## src/sv/cbs_pkg.sv

```systemverilog
package cbs_pkg;

   localparam int POINT_W     = 18;
   localparam int POINT_FRAC  = 12;
   localparam int OUT_W       = 17;
   localparam int OUT_FRAC    = 16;
   localparam int ORDER_W     = 4;
   localparam int MAX_ORDER   = 8;
   localparam int ORDER_RESET = 4;
   localparam int EXP_W       = 3;
   localparam int IDX_W       = 4;

   localparam int ADDR_W      = 2;
   localparam int DATA_W      = 32;
   localparam logic [ADDR_W-1:0] CSR_ORDER_ADDR = '0;

   // Term arithmetic: 32-bit limbs times a 16-bit operand per cycle
   localparam int LIMB_W      = 32;
   localparam int LIMBS       = 4;
   localparam int LIMB_IDX_W  = $clog2(LIMBS);
   localparam int ACC_W       = LIMB_W * LIMBS;
   localparam int BASE_W      = 16;
   localparam int PROD_W      = LIMB_W + BASE_W;
   localparam int SHIFT_W     = 7;
   localparam int SCALED_W    = ACC_W + OUT_FRAC;

   // Final scaling: factorial divisor and quotient below 2^17
   localparam int COMB_W      = 7;
   localparam int FCT_W       = 13;
   localparam int QUOT_W      = 17;
   localparam int DIVD_W      = FCT_W + QUOT_W - 1;
   localparam int CNT_W       = 5;

   localparam logic [OUT_W-1:0] FULL_SCALE = OUT_W'(1 << OUT_FRAC);

   typedef enum logic [2:0] {
      ST_IDLE,
      ST_TERM,
      ST_MUL,
      ST_ACC,
      ST_SCALE,
      ST_DIV,
      ST_DONE
   } state_type;

   typedef logic [COMB_W-1:0] binom_row_type [0:MAX_ORDER];

   localparam binom_row_type BINOM [0:MAX_ORDER] = '{
      '{7'd1, 7'd0, 7'd0,  7'd0,  7'd0,  7'd0,  7'd0,  7'd0, 7'd0},
      '{7'd1, 7'd1, 7'd0,  7'd0,  7'd0,  7'd0,  7'd0,  7'd0, 7'd0},
      '{7'd1, 7'd2, 7'd1,  7'd0,  7'd0,  7'd0,  7'd0,  7'd0, 7'd0},
      '{7'd1, 7'd3, 7'd3,  7'd1,  7'd0,  7'd0,  7'd0,  7'd0, 7'd0},
      '{7'd1, 7'd4, 7'd6,  7'd4,  7'd1,  7'd0,  7'd0,  7'd0, 7'd0},
      '{7'd1, 7'd5, 7'd10, 7'd10, 7'd5,  7'd1,  7'd0,  7'd0, 7'd0},
      '{7'd1, 7'd6, 7'd15, 7'd20, 7'd15, 7'd6,  7'd1,  7'd0, 7'd0},
      '{7'd1, 7'd7, 7'd21, 7'd35, 7'd35, 7'd21, 7'd7,  7'd1, 7'd0},
      '{7'd1, 7'd8, 7'd28, 7'd56, 7'd70, 7'd56, 7'd28, 7'd8, 7'd1}
   };

   function automatic logic [COMB_W-1:0] binom(input logic [IDX_W-1:0] n,
                                                input logic [IDX_W-1:0] k);
      logic [COMB_W-1:0] c;
      c = '0;
      if (n <= IDX_W'(MAX_ORDER) && k <= IDX_W'(MAX_ORDER)) begin
         c = BINOM[n][k];
      end
      return c;
   endfunction

   function automatic logic [FCT_W-1:0] fact(input logic [EXP_W-1:0] e);
      logic [FCT_W-1:0] f;
      unique case (e)
         3'd0:    f = 13'd1;
         3'd1:    f = 13'd1;
         3'd2:    f = 13'd2;
         3'd3:    f = 13'd6;
         3'd4:    f = 13'd24;
         3'd5:    f = 13'd120;
         3'd6:    f = 13'd720;
         3'd7:    f = 13'd5040;
         default: f = 13'd1;
      endcase
      return f;
   endfunction

endpackage

```

## src/sv/cbs_div.sv

```systemverilog
module cbs_div (
   input  logic                         clock,
   input  logic                         reset,
   input  logic                         start,
   input  logic [cbs_pkg::DIVD_W-1:0]   dividend,
   input  logic [cbs_pkg::FCT_W-1:0]    divisor,
   output logic                         done,
   output logic [cbs_pkg::QUOT_W-1:0]   quotient
);
   import cbs_pkg::*;

   logic                busy_ff, busy_in;
   logic                done_ff, done_in;
   logic [CNT_W-1:0]    cnt_ff, cnt_in;
   logic [FCT_W-1:0]    rem_ff, rem_in;
   logic [FCT_W-1:0]    div_ff, div_in;
   logic [QUOT_W-1:0]   shreg_ff, shreg_in;
   logic [FCT_W:0]      trial;
   logic                ge;

   // Caller guarantees the quotient fits in QUOT_W bits, so the top
   // dividend bits already sit below the divisor.
   always_comb begin
      busy_in  = busy_ff;
      done_in  = 1'b0;
      cnt_in   = cnt_ff;
      rem_in   = rem_ff;
      div_in   = div_ff;
      shreg_in = shreg_ff;
      trial    = {rem_ff, shreg_ff[QUOT_W-1]};
      ge       = trial >= {1'b0, div_ff};
      if (start) begin
         busy_in  = 1'b1;
         cnt_in   = '0;
         rem_in   = FCT_W'(dividend[DIVD_W-1:QUOT_W]);
         shreg_in = dividend[QUOT_W-1:0];
         div_in   = divisor;
      end else if (busy_ff) begin
         rem_in   = ge ? FCT_W'(trial - {1'b0, div_ff}) : FCT_W'(trial);
         shreg_in = {shreg_ff[QUOT_W-2:0], ge};
         cnt_in   = cnt_ff + 1'b1;
         if (cnt_ff == CNT_W'(QUOT_W - 1)) begin
            busy_in = 1'b0;
            done_in = 1'b1;
         end
      end
   end

   always_ff @(posedge clock) begin
      if (reset) begin
         busy_ff <= 1'b0;
         done_ff <= 1'b0;
      end else begin
         busy_ff <= busy_in;
         done_ff <= done_in;
      end
      cnt_ff   <= cnt_in;
      rem_ff   <= rem_in;
      div_ff   <= div_in;
      shreg_ff <= shreg_in;
   end

   assign done     = done_ff;
   assign quotient = shreg_ff;

endmodule

```

## src/sv/cardinal_bspline_eval.sv

```systemverilog
// Cardinal B-spline of order n (register order, 1..8; 0 acts as 1, above 8 as 8)
// at a signed Q5.12 point, returned as unsigned Q1.16 saturated to 1.0. Each
// request is summed exactly over the truncated powers (t-i)^(n-1) in a 128-bit
// accumulator, using one 32x16 limb multiplier: each term takes n multiplies of
// four limb passes each (n-1 powers plus the binomial weight), and floor(t)+1
// terms are formed, at most n+1. The sum is then scaled and divided by (n-1)!
// in a bit-serial divider. The block takes one request at a time; req_ready
// rises again as soon as the result moves to the output register.
module cardinal_bspline_eval (
   input  logic                           clock,
   input  logic                           reset,
   input  logic                           req_valid,
   output logic                           req_ready,
   input  logic signed [cbs_pkg::POINT_W-1:0] req_point,
   output logic                           rsp_valid,
   input  logic                           rsp_ready,
   output logic [cbs_pkg::OUT_W-1:0]      rsp_spline_value,
   input  logic                           psel,
   input  logic                           penable,
   input  logic                           pwrite,
   input  logic [cbs_pkg::ADDR_W-1:0]     paddr,
   input  logic [cbs_pkg::DATA_W-1:0]     pwdata,
   output logic [cbs_pkg::DATA_W-1:0]     prdata,
   output logic                           pready
);
   import cbs_pkg::*;

   state_type                        state_ff, state_in;
   logic [ORDER_W-1:0]               order_ff;
   logic signed [POINT_W-1:0]        point_ff, point_in;
   logic [IDX_W-1:0]                 n_ff, n_in;
   logic [EXP_W-1:0]                 e_ff, e_in;
   logic [IDX_W-1:0]                 idx_ff, idx_in;
   logic [EXP_W-1:0]                 k_ff, k_in;
   logic [LIMB_IDX_W-1:0]            limb_ff, limb_in;
   logic [BASE_W-1:0]                carry_ff, carry_in;
   logic [LIMBS-1:0][LIMB_W-1:0]     term_ff, term_in;
   logic [ACC_W-1:0]                 acc_ff, acc_in;
   logic [BASE_W-1:0]                base_ff, base_in;
   logic [OUT_W-1:0]                 result_ff, result_in;
   logic                             rsp_valid_ff, rsp_valid_in;
   logic [OUT_W-1:0]                 rsp_value_ff, rsp_value_in;

   logic [IDX_W-1:0]                 n_clamp;
   logic signed [POINT_W-1:0]        upper;
   logic signed [POINT_W-1:0]        base_s;
   logic [BASE_W-1:0]                mul_op;
   logic [PROD_W-1:0]                prod;
   logic [FCT_W-1:0]                 fct;
   logic [SHIFT_W-1:0]               shift_amt;
   logic [SCALED_W-1:0]              scaled;
   logic [DIVD_W-1:0]                limit;
   logic                             sat;
   logic                             div_start;
   logic                             div_done;
   logic [QUOT_W-1:0]                div_quot;

   // Configuration register
   always_ff @(posedge clock) begin
      if (reset) begin
         order_ff <= ORDER_W'(ORDER_RESET);
      end else if (psel && penable && pwrite && pready) begin
         order_ff <= pwdata[ORDER_W-1:0];
      end
   end

   assign pready = 1'b1;
   assign prdata = (paddr == CSR_ORDER_ADDR) ? DATA_W'(order_ff) : '0;

   always_comb begin
      priority if (order_ff == '0) begin
         n_clamp = IDX_W'(1);
      end else if (order_ff > ORDER_W'(MAX_ORDER)) begin
         n_clamp = IDX_W'(MAX_ORDER);
      end else begin
         n_clamp = IDX_W'(order_ff);
      end
   end

   assign upper  = $signed({2'b00, n_clamp, {POINT_FRAC{1'b0}}});
   assign base_s = point_ff - $signed({2'b00, idx_ff, {POINT_FRAC{1'b0}}});

   // Shared limb multiplier: last pass of a term applies the binomial weight
   assign mul_op = ({1'b0, k_ff} == {1'b0, e_ff}) ? BASE_W'(binom(n_ff, idx_ff)) : base_ff;
   assign prod   = PROD_W'(term_ff[limb_ff]) * PROD_W'(mul_op) + PROD_W'(carry_ff);

   // Scale by 2^16 / 2^(12e), then saturate against 65537 * (n-1)!
   assign fct       = fact(e_ff);
   assign shift_amt = SHIFT_W'(e_ff) * SHIFT_W'(POINT_FRAC);
   assign scaled    = {acc_ff, {OUT_FRAC{1'b0}}} >> shift_amt;
   assign limit     = DIVD_W'({fct, {OUT_FRAC{1'b0}}}) + DIVD_W'(fct);
   assign sat       = (|scaled[SCALED_W-1:DIVD_W]) || (scaled[DIVD_W-1:0] >= limit);

   always_comb begin
      state_in     = state_ff;
      point_in     = point_ff;
      n_in         = n_ff;
      e_in         = e_ff;
      idx_in       = idx_ff;
      k_in         = k_ff;
      limb_in      = limb_ff;
      carry_in     = carry_ff;
      term_in      = term_ff;
      acc_in       = acc_ff;
      base_in      = base_ff;
      result_in    = result_ff;
      rsp_valid_in = rsp_valid_ff;
      rsp_value_in = rsp_value_ff;
      div_start    = 1'b0;
      req_ready    = (state_ff == ST_IDLE);

      if (rsp_valid_ff && rsp_ready) begin
         rsp_valid_in = 1'b0;
      end

      unique case (state_ff)
         ST_IDLE: begin
            if (req_valid) begin
               point_in = req_point;
               n_in     = n_clamp;
               e_in     = EXP_W'(n_clamp - 1'b1);
               idx_in   = '0;
               acc_in   = '0;
               if (req_point < 0 || req_point > upper) begin
                  result_in = '0;
                  state_in  = ST_DONE;
               end else begin
                  state_in = ST_TERM;
               end
            end
         end
         ST_TERM: begin
            if (idx_ff > n_ff || base_s < 0) begin
               state_in = ST_SCALE;
            end else begin
               base_in  = base_s[BASE_W-1:0];
               term_in  = ACC_W'(1);
               k_in     = '0;
               limb_in  = '0;
               carry_in = '0;
               state_in = ST_MUL;
            end
         end
         ST_MUL: begin
            term_in[limb_ff] = prod[LIMB_W-1:0];
            carry_in         = prod[PROD_W-1:LIMB_W];
            limb_in          = limb_ff + 1'b1;
            if (limb_ff == LIMB_IDX_W'(LIMBS - 1)) begin
               carry_in = '0;
               if (k_ff == e_ff) begin
                  state_in = ST_ACC;
               end else begin
                  k_in = k_ff + 1'b1;
               end
            end
         end
         ST_ACC: begin
            acc_in   = idx_ff[0] ? acc_ff - term_ff : acc_ff + term_ff;
            idx_in   = idx_ff + 1'b1;
            state_in = ST_TERM;
         end
         ST_SCALE: begin
            if (sat) begin
               result_in = FULL_SCALE;
               state_in  = ST_DONE;
            end else begin
               div_start = 1'b1;
               state_in  = ST_DIV;
            end
         end
         ST_DIV: begin
            if (div_done) begin
               result_in = div_quot;
               state_in  = ST_DONE;
            end
         end
         ST_DONE: begin
            if (!rsp_valid_ff || rsp_ready) begin
               rsp_valid_in = 1'b1;
               rsp_value_in = result_ff;
               state_in     = ST_IDLE;
            end
         end
         default: begin
            state_in = ST_IDLE;
         end
      endcase
   end

   always_ff @(posedge clock) begin
      if (reset) begin
         state_ff     <= ST_IDLE;
         rsp_valid_ff <= 1'b0;
      end else begin
         state_ff     <= state_in;
         rsp_valid_ff <= rsp_valid_in;
      end
      point_ff     <= point_in;
      n_ff         <= n_in;
      e_ff         <= e_in;
      idx_ff       <= idx_in;
      k_ff         <= k_in;
      limb_ff      <= limb_in;
      carry_ff     <= carry_in;
      term_ff      <= term_in;
      acc_ff       <= acc_in;
      base_ff      <= base_in;
      result_ff    <= result_in;
      rsp_value_ff <= rsp_value_in;
   end

   cbs_div u_div (
      .clock    (clock),
      .reset    (reset),
      .start    (div_start),
      .dividend (scaled[DIVD_W-1:0]),
      .divisor  (fct),
      .done     (div_done),
      .quotient (div_quot)
   );

   assign rsp_valid        = rsp_valid_ff;
   assign rsp_spline_value = rsp_value_ff;

endmodule
```

## config.mk

```make
export PLATFORM = sky130hd
export DESIGN_NAME = cardinal_bspline_eval
export DESIGN_NICKNAME = d
export VERILOG_FILES = /design/src/sv/cbs_pkg.sv /design/src/sv/cbs_div.sv /design/src/sv/cardinal_bspline_eval.sv
export SDC_FILE = /design/constraint.sdc
export NUM_CORES = 2
export LEC_CHECK = 0
export ABC_AREA = 1
export BUFFER_PORTS_ARGS = -buffer_cell sky130_fd_sc_hd__buf_2
export CAP_MARGIN = 20
export CORE_MARGIN = 1.5
export CORE_UTILIZATION = 55
export CTS_BUF_LIST = sky130_fd_sc_hd__clkbuf_16
export DETAILED_ROUTE_END_ITERATION = 6
export PLACE_DENSITY = 0.75
export SLEW_MARGIN = 20
export SYNTH_ARGS = -nofsm -noshare
export SYNTH_HDL_FRONTEND = slang
export SYNTH_HIERARCHICAL = 1
export SYNTH_SLANG_ARGS = --single-unit
```

## constraint.sdc

```tcl
create_clock -name clock -period 8.02 [get_ports clock]
set_input_delay 0.802 -clock clock [delete_from_list [all_inputs] [get_ports clock]]
set_output_delay 0.802 -clock clock [all_outputs]
set_load 0.005 [all_outputs]
```

### Word level (Yosys, flattened, before mapping)

Memory sizes are Yosys's and may differ from the RTL's. A register that Yosys moved wholly into a read port is not among the register bits.
Cells that the tools add are included.

| cells by class | value |
|---|---|
| add/subtract/negate cells | 11 |
| $mul | 2 |
| divide/modulo/power cells | 0 |
| magnitude comparators | 13 |
| equality and inequality tests | 18 |
| shifts and indexed selects | 1 |
| multiplexer cells | 60 |
| bitwise operators | 4 |
| reductions and logical operators | 27 |

Operators by type and width:

| cell | count |
|---|---|
| 128-bit one-hot mux with 2 select lines | 2 |
| 128-bit two-way mux | 3 |
| 144-bit by 7-bit right shift with 144-bit output | 1 |
| 128-bit adder | 1 |
| 128-bit bitwise mux | 1 |
| 128-bit subtractor | 1 |
| 63-bit two-way mux | 2 |
| 115-bit OR reduction | 1 |
| 17-bit two-way mux | 6 |
| 32-bit binary-select mux with 2-bit select | 1 |
| 32-bit demux with 2-bit select | 1 |
| 32-bit two-way mux | 2 |
| 17-bit one-hot mux with 3 select lines | 1 |
| 48-bit by 16-bit adder with 48-bit output | 1 |
| 32-bit by 16-bit multiplier with 48-bit output | 1 |
| 16-bit two-way mux | 3 |
| 18-bit by 1-bit less-than comparator with 1-bit output, second input constant | 2 |
| 3-bit two-way mux | 11 |
| 16-bit one-hot mux with 2 select lines | 1 |
| 29-bit by 13-bit adder with 29-bit output | 1 |
| 29-bit >= comparator | 1 |
| 7-bit binary-select mux with 4-bit select | 1 |
| 12-bit two-way mux | 2 |
| 7-bit two-way mux | 3 |
| other kinds (46) | 86 |

| storage, ports and cells | value |
|---|---|
| bits in registers | 414 |
| latch bits | 0 |
| bits in writable memories | 0 |
| bits in read-only memories | 1,096 |
| input port bits | 59 |
| output and inout port bits | 52 |
| word-level logic and storage cells | 163 |
| memories kept | 2 |

Memories:

| memory | depth | width | rd ports | clocked after memory_dff | wr ports | RTL line | source |
|---|---|---|---|---|---|---|---|
| (name not given) | 16 | 63 | 1 | 0 | 0 | cbs_pkg.sv:65 | `c = BINOM[n][k];` |
| (name not given) | 8 | 11 | 1 | 1 | 0 | cbs_pkg.sv:72 | `unique case (e)` |

### Depth between registers and ports, before layout

| logic depth | value |
|---|---|
| depth in word-level cells | 13 |
| gate-level depth with buffers | 37 |
| gate-level depth less buffers | 36 |

### Hierarchy

The synthesis kept the hierarchy.

Modules (own cells, without submodules):

| module | times used | cells each | area each (um^2) | sequential area each (um^2) |
|---|---|---|---|---|
| cardinal_bspline_eval | 1 | 7,982 | 54,274.6 | 11,030.6 |
| cbs_div | 1 | 385 | 3,099.2 | 1,421.4 |

### Worst setup path after synthesis

OpenSTA, ideal clock, no wires.

| path | value |
|---|---|
| path type | reg2reg |
| from | register e_ff[0] |
| to | register carry_ff[12] (data pin) |
| library setup time | 0.147 ns |
| arrival time | 7.298 ns |
| data required time | 7.873 ns |
| setup slack | 0.576 ns |
| cell stages (with the launch flop) | 33 |
| buffers on the path | 5 |
| period minus slack after synthesis | 7.444 ns |
| cell sequence | edfxtp_1 buf_2 buf_4 buf_2 xnor2_1 nand3_1 buf_2 nand2_1 clkinv_1 clkbuf_1 nand2_1 fa_1 fa_1 inv_1 fa_1 inv_1 fa_1 inv_1 fa_1 inv_1 fa_1 inv_1 ha_1 a21oi_1 o21ai_0 a21oi_1 nand2_1 a21oi_1 o21ai_0 a21oi_1 o21ai_0 or2_2 a21oi_1 |

| on the way | value |
|---|---|
| word-level cells in the longest chain between the ends | 6 |

RTL lines:

| item | RTL line | source |
|---|---|---|
| start, declared | cardinal_bspline_eval.sv:32 | `logic [EXP_W-1:0] e_ff, e_in;` |
| start signal, assigned | cardinal_bspline_eval.sv:200 | `e_ff <= e_in;` |
| 3-bit equality test | cardinal_bspline_eval.sv:84 | `assign mul_op = ({1'b0, k_ff} == {1'b0, e_ff}) ? BASE_W'(binom(n_ff, idx_ff)) : base_ff;` |
| 16-bit two-way mux | cardinal_bspline_eval.sv:84 |  |
| 32-bit by 16-bit multiplier with 48-bit output | cardinal_bspline_eval.sv:85 | `assign prod = PROD_W'(term_ff[limb_ff]) * PROD_W'(mul_op) + PROD_W'(carry_ff);` |
| 48-bit by 16-bit adder with 48-bit output | cardinal_bspline_eval.sv:85 |  |
| 16-bit two-way mux | cardinal_bspline_eval.sv:148 | `if (limb_ff == LIMB_IDX_W'(LIMBS - 1)) begin` |
| 16-bit one-hot mux with 2 select lines | cardinal_bspline_eval.sv:116 | `unique case (state_ff)` |
| end signal, assigned | cardinal_bspline_eval.sv:204 | `carry_ff <= carry_in;` |
| end, declared | cardinal_bspline_eval.sv:36 | `logic [BASE_W-1:0] carry_ff, carry_in;` |

Every way passes these cells.
A chain may end at the register's enable or synchronous reset.

### Worst setup path after layout

| path | value |
|---|---|
| from | register limb_ff[0] |
| to | register carry_ff[14] (data pin) |

| on the way | value |
|---|---|
| word-level cells in the longest chain between the ends | 6 |
| elaborated cells between the ends (all ways) | 7 |
| classes of those cells | add/sub: 1; mul: 1; eq/ne: 1; mux: 4 |

RTL lines:

| item | RTL line | source |
|---|---|---|
| start, declared | cardinal_bspline_eval.sv:35 | `logic [LIMB_IDX_W-1:0] limb_ff, limb_in;` |
| start signal, assigned | cardinal_bspline_eval.sv:203 | `limb_ff <= limb_in;` |
| 32-bit binary-select mux with 2-bit select | cardinal_bspline_eval.sv:85 |  |
| 32-bit two-way mux (not written as such) | cardinal_bspline_eval.sv:85 |  |
| 32-bit by 16-bit multiplier with 48-bit output | cardinal_bspline_eval.sv:85 |  |
| 48-bit by 16-bit adder with 48-bit output | cardinal_bspline_eval.sv:85 |  |
| 16-bit two-way mux (*) | cardinal_bspline_eval.sv:148 |  |
| 16-bit one-hot mux with 2 select lines (*) | cardinal_bspline_eval.sv:116 |  |

Every way passes the cells marked *; elsewhere a longest branch is shown, timed or not. The select of a mux whose other input is x is not followed.

==> run summary <==
Antenna violations before repair -> 7
Layout fillers -> 9790
M1 WL -> 89.0 mm
Count of input and output buffers -> 53
Setup violations, final -> 0
Non-filler cells, final -> 9849
WHS -> 0.301 ns
Post-DP HPWL -> 193 mm
Synth top cells by count -> inv_1 (1678), nand2_1 (1630), nor2_1 (1155), a21oi_1 (655), nand3_1 (464)
Num rows -> 118
Final Wtd Congestion -> 1.16
CTS hold repair buffers -> 0
Main area contributors after synthesis -> edfxtp_1 (21%), fa_1 (15%), inv_1 (11%), nand2_1 (11%), nor2_1 (7.6%)
Top delay family on crit path -> adder cells
CP Class -> reg -> reg
Syn Area/Cell -> 6.86 um^2
Multi-input combinational cell area -> 0.0374 mm^2
Die area -> 0.106 mm^2
GR Util All Layers -> 43.3%
Arr. time, crit path -> 8.26 ns
Num CTS Buffers -> 54
Synth Warn # -> 6
Worst-margin pin slew -> 1.25 ns
Max Cap Violations -> 0
Starting Density -> 55.4%
Core Area -> 0.103 mm^2
Setup ws final -> 0.276 ns
Ys async rst share -> 0%
Final worst path period share -> 96.6%
Die span in x -> 326 um
Rel. slew slack -> 15.4%
Place WS -> 0.188 ns
Post-synth cell types -> 71
Critical path's most frequent cell -> fa_1
Clock buffer depth -> 3
Type of destination of the critical path -> flip-flop
Area grow syn2layout -> 7.96%
Cell Area, Synth -> 0.0574 mm^2
Share of cells above drive strength 1 -> 5.74%
Drc violations -> 0
Setup TNS -> 0 ns
H-tree depth -> 2
Final min period -> 7.74 ns
Clk_skew -> 0.0618 ns
CTS root buffer -> clkbuf_16
Status -> finished, final reports clean
DRT iter0 DRCs -> 7676
Final Max Slew Viols -> 0
Drt total wl -> 234 mm
Number of synthesized flops with an enable pin -> 398
Synthesis-stage register bit count -> 423
Clock-pin slew on the worst setup and hold paths -> 0.06 ns
Later-pin clock latency in the skew report -> 0.71 ns
DR WL met2 -> 96.6 mm
Synth area leader -> edfxtp_1
First-pass GRT wire length -> 342 mm
FMAX -> 129 MHz
Fin. Hold Viols -> 0
Via Count -> 58400
Worst setup SP type -> flip-flop
I/O pin count -> 111
Highest metal used -> met5
Final ANT Viol Nets -> 0
Grt ovf -> 0
Crit path largest cell delay -> 0.58 ns
Slowest stage cell on the critical path -> fa_1
Seq. cell area -> 0.0125 mm^2
Data required, critical path -> 8.54 ns
TritonRoute pass-1 iters -> 7
Buf/Inv on CP -> 10
Count leader, synth -> inv_1
Synth Flop Type -> edfxtp_1
Sequential cell area fraction in the yosys report -> 21.7%
Wire per inst -> 23.8 um
Synth Instances -> 8367
Die height -> 326 um
DP Cell Count -> 9738
Largest net degree at the start of global routing -> 141
Routed length on met3 -> 32.1 mm
Vias per cell -> 5.93
Top-area cell type share of the netlist area -> 20.8%
Hold Path Class -> in -> reg
Vias in the first global route -> 55200
# clock sinks -> 423
Worst Path Max Fanout -> 23
TritonCTS clock tree -> built
Nets -> 9248
## flip-flops by register name (all words and copies together) (netlist names)
| name | flops |
|---|---|
| state_ff | 3 |
| u_div/busy_ff | 1 |
| order_ff | 4 |
| u_div/cnt_ff | 5 |
| u_div/div_ff | 13 |
| carry_ff | 16 |
| e_ff | 3 |
| u_div/rem_ff | 13 |
| point_ff | 18 |
| limb_ff | 2 |
| k_ff | 3 |
| idx_ff | 4 |
| u_div/quotient | 17 |
| base_ff | 16 |
| acc_ff | 128 |
| result_ff | 17 |
| u_div/done | 1 |
| rsp_valid | 1 |
| fct | 9 |
| term_ff | 128 |
| rsp_spline_value | 17 |
| n_ff | 4 |
## per-layer routing
layer / track usage [%] / vias up
met4: 24.8 / 10
met2: 62.7 / 3513
li1: - / 26700
met1: 56.6 / 27500
met3: 14.1 / 625
met5: 2.66 / -
## placed cells by master (no fill, tap or decap), types with 25 or more instances in the layout
master     count
nor2_1      1151
o21a_1        69
xnor2_1       31
clkbuf_16     54
nor4_1        74
o21ai_0      449
conb_1        31
nor3_1        65
nand3_1      464
edfxtp_1     398
ha_1         330
buf_2         53
fa_1         437
xor2_1       138
o21ai_1       26
a21oi_1      648
o22ai_1       31
buf_4        202
dfxtp_1       25
nand2_1     1626
a31oi_1       59
a32oi_1       33
inv_1       1676
nand4_1       55
## through the flow
step	util [%]	cell area (um^2)
final	59.9	61900
after global routing	59.8	61900
after CTS	59.7	61800
after detailed placement	57.9	59900
after global placement	57.9	59900
after floorplan	-	57500
## final cells by class
class	instances	area share, %
Antenna cell	5	0.0202
Sequential cell	423	20.1
Timing Repair Buffer	269	3.31
Tap cell	1380	2.79
Clock inverter	46	0.826
Inverter	1706	10.4
Multi-Input combinational cell	5966	60.4
Clock buffer	54	2.18
## final timing paths
path,startpoint,slack (ns),end,depth (start not counted)
max,limb_ff[0],0.28,carry_ff[14],30
min,req_point[2],0.30,point_ff[2],1
max reg2reg,limb_ff[0],0.28,carry_ff[14],30
min reg2reg,result_ff[5],0.42,rsp_spline_value[5],0
## cell families (layout without fill, tap and decap cells)
kind of cell	count (synthesis)	in the layout	share of synthesized area (%)
muxes	1	1	0.0174
and+or+nand+nor	3556	3556	25.8
buffers and inverters	2007	2075	13.5
other	2	36	0.0131
xor gates and xnor gates	171	171	2.61
AOI/OAI and AO/OA	1438	1438	13.9
DFF	423	423	21.7
adders and majority gates	769	769	22.5
## what timing repair did
| action | 4_1_cts | 5_1_grt |
|---|---|---|
| endpoints found under the setup margin | 0 | 35 |
| buffers inserted | 0 | 5 |
| resized for setup | 0 | 23 |
Power is left out: the tool's default activity adds up to more than one toggle a clock period on the data nets, which glitch-free logic cannot reach.
